==> src/rtl/atb_pkg.sv <==
`default_nettype none

package atb_pkg;

   localparam int DEFAULT_MAX_LEN = 127;

   localparam int ACT_W   = 3;
   localparam int IDX_W   = 7;
   localparam int MARK_W  = 2;
   localparam int SYM_W   = 8;
   localparam int PAIR_W  = 9;
   localparam int SCORE_W = 16;

   localparam logic [ACT_W-1:0] ACT_LOAD_DIR    = 3'd0;
   localparam logic [ACT_W-1:0] ACT_LOAD_FIRST  = 3'd1;
   localparam logic [ACT_W-1:0] ACT_LOAD_SECOND = 3'd2;
   localparam logic [ACT_W-1:0] ACT_START       = 3'd3;
   localparam logic [ACT_W-1:0] ACT_STEP        = 3'd4;

   localparam logic [MARK_W-1:0] MARK_DIAG = 2'd0;
   localparam logic [MARK_W-1:0] MARK_UP   = 2'd1;
   localparam logic [MARK_W-1:0] MARK_LEFT = 2'd2;
   localparam logic [MARK_W-1:0] MARK_EDGE = 2'd3;

   localparam logic [PAIR_W-1:0] GAP = 9'd256;

   typedef struct packed {
      logic [ACT_W-1:0]          action;
      logic [IDX_W-1:0]          row_index;
      logic [IDX_W-1:0]          col_index;
      logic [MARK_W-1:0]         direction;
      logic [SYM_W-1:0]          symbol;
      logic signed [SCORE_W-1:0] end_score;
   } req_type;

   typedef struct packed {
      logic [PAIR_W-1:0]         top_symbol;
      logic [PAIR_W-1:0]         bottom_symbol;
      logic signed [SCORE_W-1:0] score;
      logic                      last;
   } rsp_type;

   typedef enum logic [1:0] {
      ST_IDLE = 2'b01,
      ST_READ = 2'b10
   } state_type;

endpackage

`default_nettype wire

==> src/rtl/atb_ram.sv <==
`default_nettype none

module atb_ram
   import atb_pkg::*;
#(
   parameter int WIDTH  = SYM_W,
   parameter int DEPTH  = DEFAULT_MAX_LEN + 1,
   parameter int ADDR_W = $clog2(DEPTH)
) (
   input  wire logic              clock,
   input  wire logic              wr_en,
   input  wire logic [ADDR_W-1:0] wr_addr,
   input  wire logic [WIDTH-1:0]  wr_data,
   input  wire logic              rd_en,
   input  wire logic [ADDR_W-1:0] rd_addr,
   output logic      [WIDTH-1:0]  rd_data
);

   logic [WIDTH-1:0] mem_ff [DEPTH];
   logic [WIDTH-1:0] rd_data_ff;

   always_ff @(posedge clock) begin
      if (wr_en) begin
         mem_ff[wr_addr] <= wr_data;
      end
   end

   always_ff @(posedge clock) begin
      if (rd_en) begin
         rd_data_ff <= mem_ff[rd_addr];
      end
   end

   assign rd_data = rd_data_ff;

endmodule

`default_nettype wire

==> config.mk <==
export PLATFORM = sky130hd
export DESIGN_NAME = atb_ram
export DESIGN_NICKNAME = d
export VERILOG_FILES = /design/src/rtl/atb_pkg.sv /design/src/rtl/atb_ram.sv
export SDC_FILE = /design/constraint.sdc
export NUM_CORES = 1
export LEC_CHECK = 0
export BUFFER_PORTS_ARGS = -buffer_cell sky130_fd_sc_hd__buf_2
export CORE_MARGIN = 5
export CORE_UTILIZATION = 25
export DETAILED_ROUTE_END_ITERATION = 10
export SLEW_MARGIN = 5
export SYNTH_ARGS = -nofsm -noshare
export SYNTH_HDL_FRONTEND = slang
export SYNTH_SLANG_ARGS = --single-unit
==> constraint.sdc <==
create_clock -name clock -period 3.6 [get_ports clock]
set_input_delay 0.36 -clock clock [delete_from_list [all_inputs] [get_ports clock]]
set_output_delay 0.36 -clock clock [all_outputs]
set_load 0.02 [all_outputs]
* Word-level counts from Yosys, hierarchy flattened
Memories as Yosys holds them, arrays and structs flattened. A register that Yosys moved wholly into a read port is not among the register bits.
Index checks and enable logic that the tools add are counted.
** Word-level totals
- Memory bits (writable) :: 1024
- Memories kept :: 1
- Register bits after elaboration :: 0
- Output and inout port bits :: 8
- Word-level logic and storage cells :: 3
** Operators by class
- Mux-type cells :: 2
** Memory list
- mem_ff :: depth 128, bits a word 8, read ports 1, clocked after Yosys merged registers in 1, write ports 1, RTL line atb_ram.sv:19 : logic [WIDTH-1:0] mem_ff [DEPTH];
** Operators by type and width (number)
- 1-bit two-way mux :: 2

* Depth between registers and ports, before layout
- Word-level depth :: 2
- Mapped depth :: 7

* Worst setup path before layout
Ideal clock, no wire load.
- Kind :: in2reg
- From :: in rd_addr[0]
- To :: reg rd_data_ff[0] (netlist: rd_data[0]) (read register of mem_ff), data pin
- Stages on the path :: 6
- Setup slack :: 597 ps
- Required time :: 3340 ps
- Arrival time :: 2744 ps
- Path through :: clkbuf_1 > buf_1 > mux4_2 > mux4_2 > mux4_2 > mux2_2
** RTL lines
- start: declaration :: RTL line atb_ram.sv:15 : input wire logic [ADDR_W-1:0] rd_addr,
- end: declaration :: RTL line atb_ram.sv:20 : logic [WIDTH-1:0] rd_data_ff;

==> out/metrics.yaml <==
outcome:
  outcome: "finished, final reports clean"
setup_path:
  cp_slowest_cell: "mux4_2"
  required_ns: 4.02
  cp.arrival_ns: 3.07
  endpoint_kind: "flip-flop"
  crit_top_cell: "mux4_2"
  cp_max_fo: 27
  critPathMaxStageDelay_ns: 0.58
  timing_worst_setup_path_type: "in -> reg"
  worstPathCellList: "buf_8, buf_12, buf_12, mux4_2, mux4_2, mux4_2, mux2_2"
  critPathLaunchType: "primary input"
place:
  place_ws_ns: 0.245
  gp_congestion: 0.792
  placed_cell_area_um2: 43500
  io_buffers: 32
  dpl.hpwl_mm: 59.2
timing:
  fmax_mhz: 377
  finalCritPeriodShare_pct: 73.7
  rsz0062_at_grt: "false"
  timing.final.ws_setup_ns: 0.945
  maxSlewViolCount: 0
  finalCriticalPeriod_ns: 2.65
  finalHoldViolations: 0
  tightest_slew_ns: 1.29
  fin_setup_tns_ns: 0
  skew_ns: 0.0313
  max_slew_margin_pct: 13.8
  finalSetupViolCount: 0
clock_network:
  h-tree-depth: 3
  clk_latency_ns: 0.68
  post_cts_resized: 0
  cts.path.max_buffers: 3
  tritoncts: "done"
  clk_root_buffer_cell: "clkbuf_16"
  ctsHoldBuffers: 0
  clock_sinks: 1032
  postCtsSetupBuffers: 0
  cts_buffers: 104
  path_clk_slew_ns: 0.06
yosys:
  yosys.area.top_type: "edfxtp_1"
  synth_mux_area_share_pct: 19.3
  ys_ff_latch: 1032
  synth_compound_area_share_pct: 0
  synthAdderAreaFrac_pct: 0
  synth.avg_cell_area_um2: 24.3
  synth_xor_area_share_pct: 0
  synth-simple-area-share_pct: 1.75
  ys_types: 16
  syn-cell-area_um2: 39700
  synth_top_family_by_area: "multiplexers"
  synth_seq_area_share_pct: 78.0
  syn_nets: 1660
  yosysTopAreaCellShare_pct: 78.0
  synthTopCellsByArea: "edfxtp_1, mux4_2, nor2_1, clkbuf_1, mux2_2"
  syn_inst: 1635
  ys.warnings.count: 0
global_route:
  grt_pass1_wl_mm: 135
  grtUsageTotal_pct: 11.0
  gr-total-overflow: 0
  grt_pass1_vias: 18795
  grt_max_degree: 114
  antenna_found_initial: 14
cells_and_area:
  regArea_um2: 31000
  drive_gt1_share_pct: 35.3
  final_common_cell: "edfxtp_1"
  fin_nets: 1858
  fillers: 15134
  multi_input_area_um2: 8350
  syn_to_final_growth_pct: 18.3
  final_area_um2: 47000
  layout_common_cells: "edfxtp_1, mux4_2, buf_4, nor2_1, clkbuf_16"
floorplanning:
  die_x_um: 409
  die_height_um: 409
  die-area_um2: 167000
  num_io_pins: 33
  start_util_pct: 25.1
  core-area_um2: 158000
  fp-row-count: 146
route:
  drtPass1Iterations: 7
  drt-total-wl_mm: 92.9
  drc: 0
  num_vias: 18101
  drtAntennaViolNets: 0
  drt_iter0_drc: 2015
  routedWlPerCell_um: 23.2
  via_per_inst: 4.52
job:
  maxCapViolations: 0
power_and_ir_drop:
  peakVddDrop_uv: 477
  power.leakage_uw: 0.0143
  p_per_area_nw_per_um2: 543
min_path:
  hold_class: "in -> reg"
[sequential cells by signal (all words and copies together), names as in the netlist]
| signal | cells |
|---|---|
| mem_ff | 1024 |
| rd_data | 8 |
[cell usage after synthesis]
cell type  instances
nand2b_1           2
nor2b_1            7
nor2_1           122
mux4_2           336
mux2_2             8
buf_4             11
nor3_1             9
nand2_1           14
clkbuf_1          44
nand3_1           12
buf_6              1
buf_2             15
or3_1              1
buf_1             18
edfxtp_1        1032
nand4_1            3
[cells by family (layout without fill, tap and decap cells)]
logic type             count (synthesis)  count (layout)
buffers and inverters                 89             375
DFF                                 1032            1032
muxes                                344             344
other                                  0              12
and+or+nand+nor                      170             170
[final cells by class]
class	instances	area share (%)
antenna	12	0.0638
clock buffer	122	5.81
tap	2072	5.51
timing repair buffer	181	3.35
clock inverter	72	1.61
multi-input combinational	514	17.8
sequential	1032	65.9
[critical path: cells and delay by family]
family	cells	cell delay [ns]
muxes	4	2.00
buffers and inverters	3	0.64
[metal layers]
layer  track usage [%]  part of all wire [%]  wire [um]  vias to the layer above
met5                 0                 0.048         45                        -
met4              3.64                   3.1       2890                        6
met3              2.93                   8.3       7670                      148
met2              17.6                    48      44400                      710
met1              14.5                    41      37900                     9771
li1                  -                     -          -                     7466
[report_power, final]
part	switching, uW	internal [uW]	total [uW]
registers	30.8	13300	13300
clock network	4520	6430	10900
logic	736	534	1270
[stage by stage]
| step | total power [uW] | hold WS [ns] | utilization, % | instances |
|---|---|---|---|---|
| finish | 25500 | 0.133 | 29.7 | 4005 |
| global route | 26300 | 0.0940 | 29.7 | 3996 |
| CTS | 25800 | 0.0860 | 29.7 | 3993 |
| detailed placement | 14900 | 0.809 | 27.5 | 3799 |
| global placement | 14800 | 0.808 | 27.5 | 3799 |
| floorplan | 14200 | 0.459 | - | 1635 |
[worst paths after layout]
path / startpoint / endpoint / slack (ns) / cells after the start
min reg2reg: mem_ff[92][6] / rd_data[6] / 1.23 / 4
max: rd_addr[0] / rd_data[3] / 0.95 / 7
min: rd_en / rd_data[6] / 0.13 / 1
max reg2reg: mem_ff[127][1] / rd_data[1] / 0.98 / 4
(Power assumes the default switching activity.)
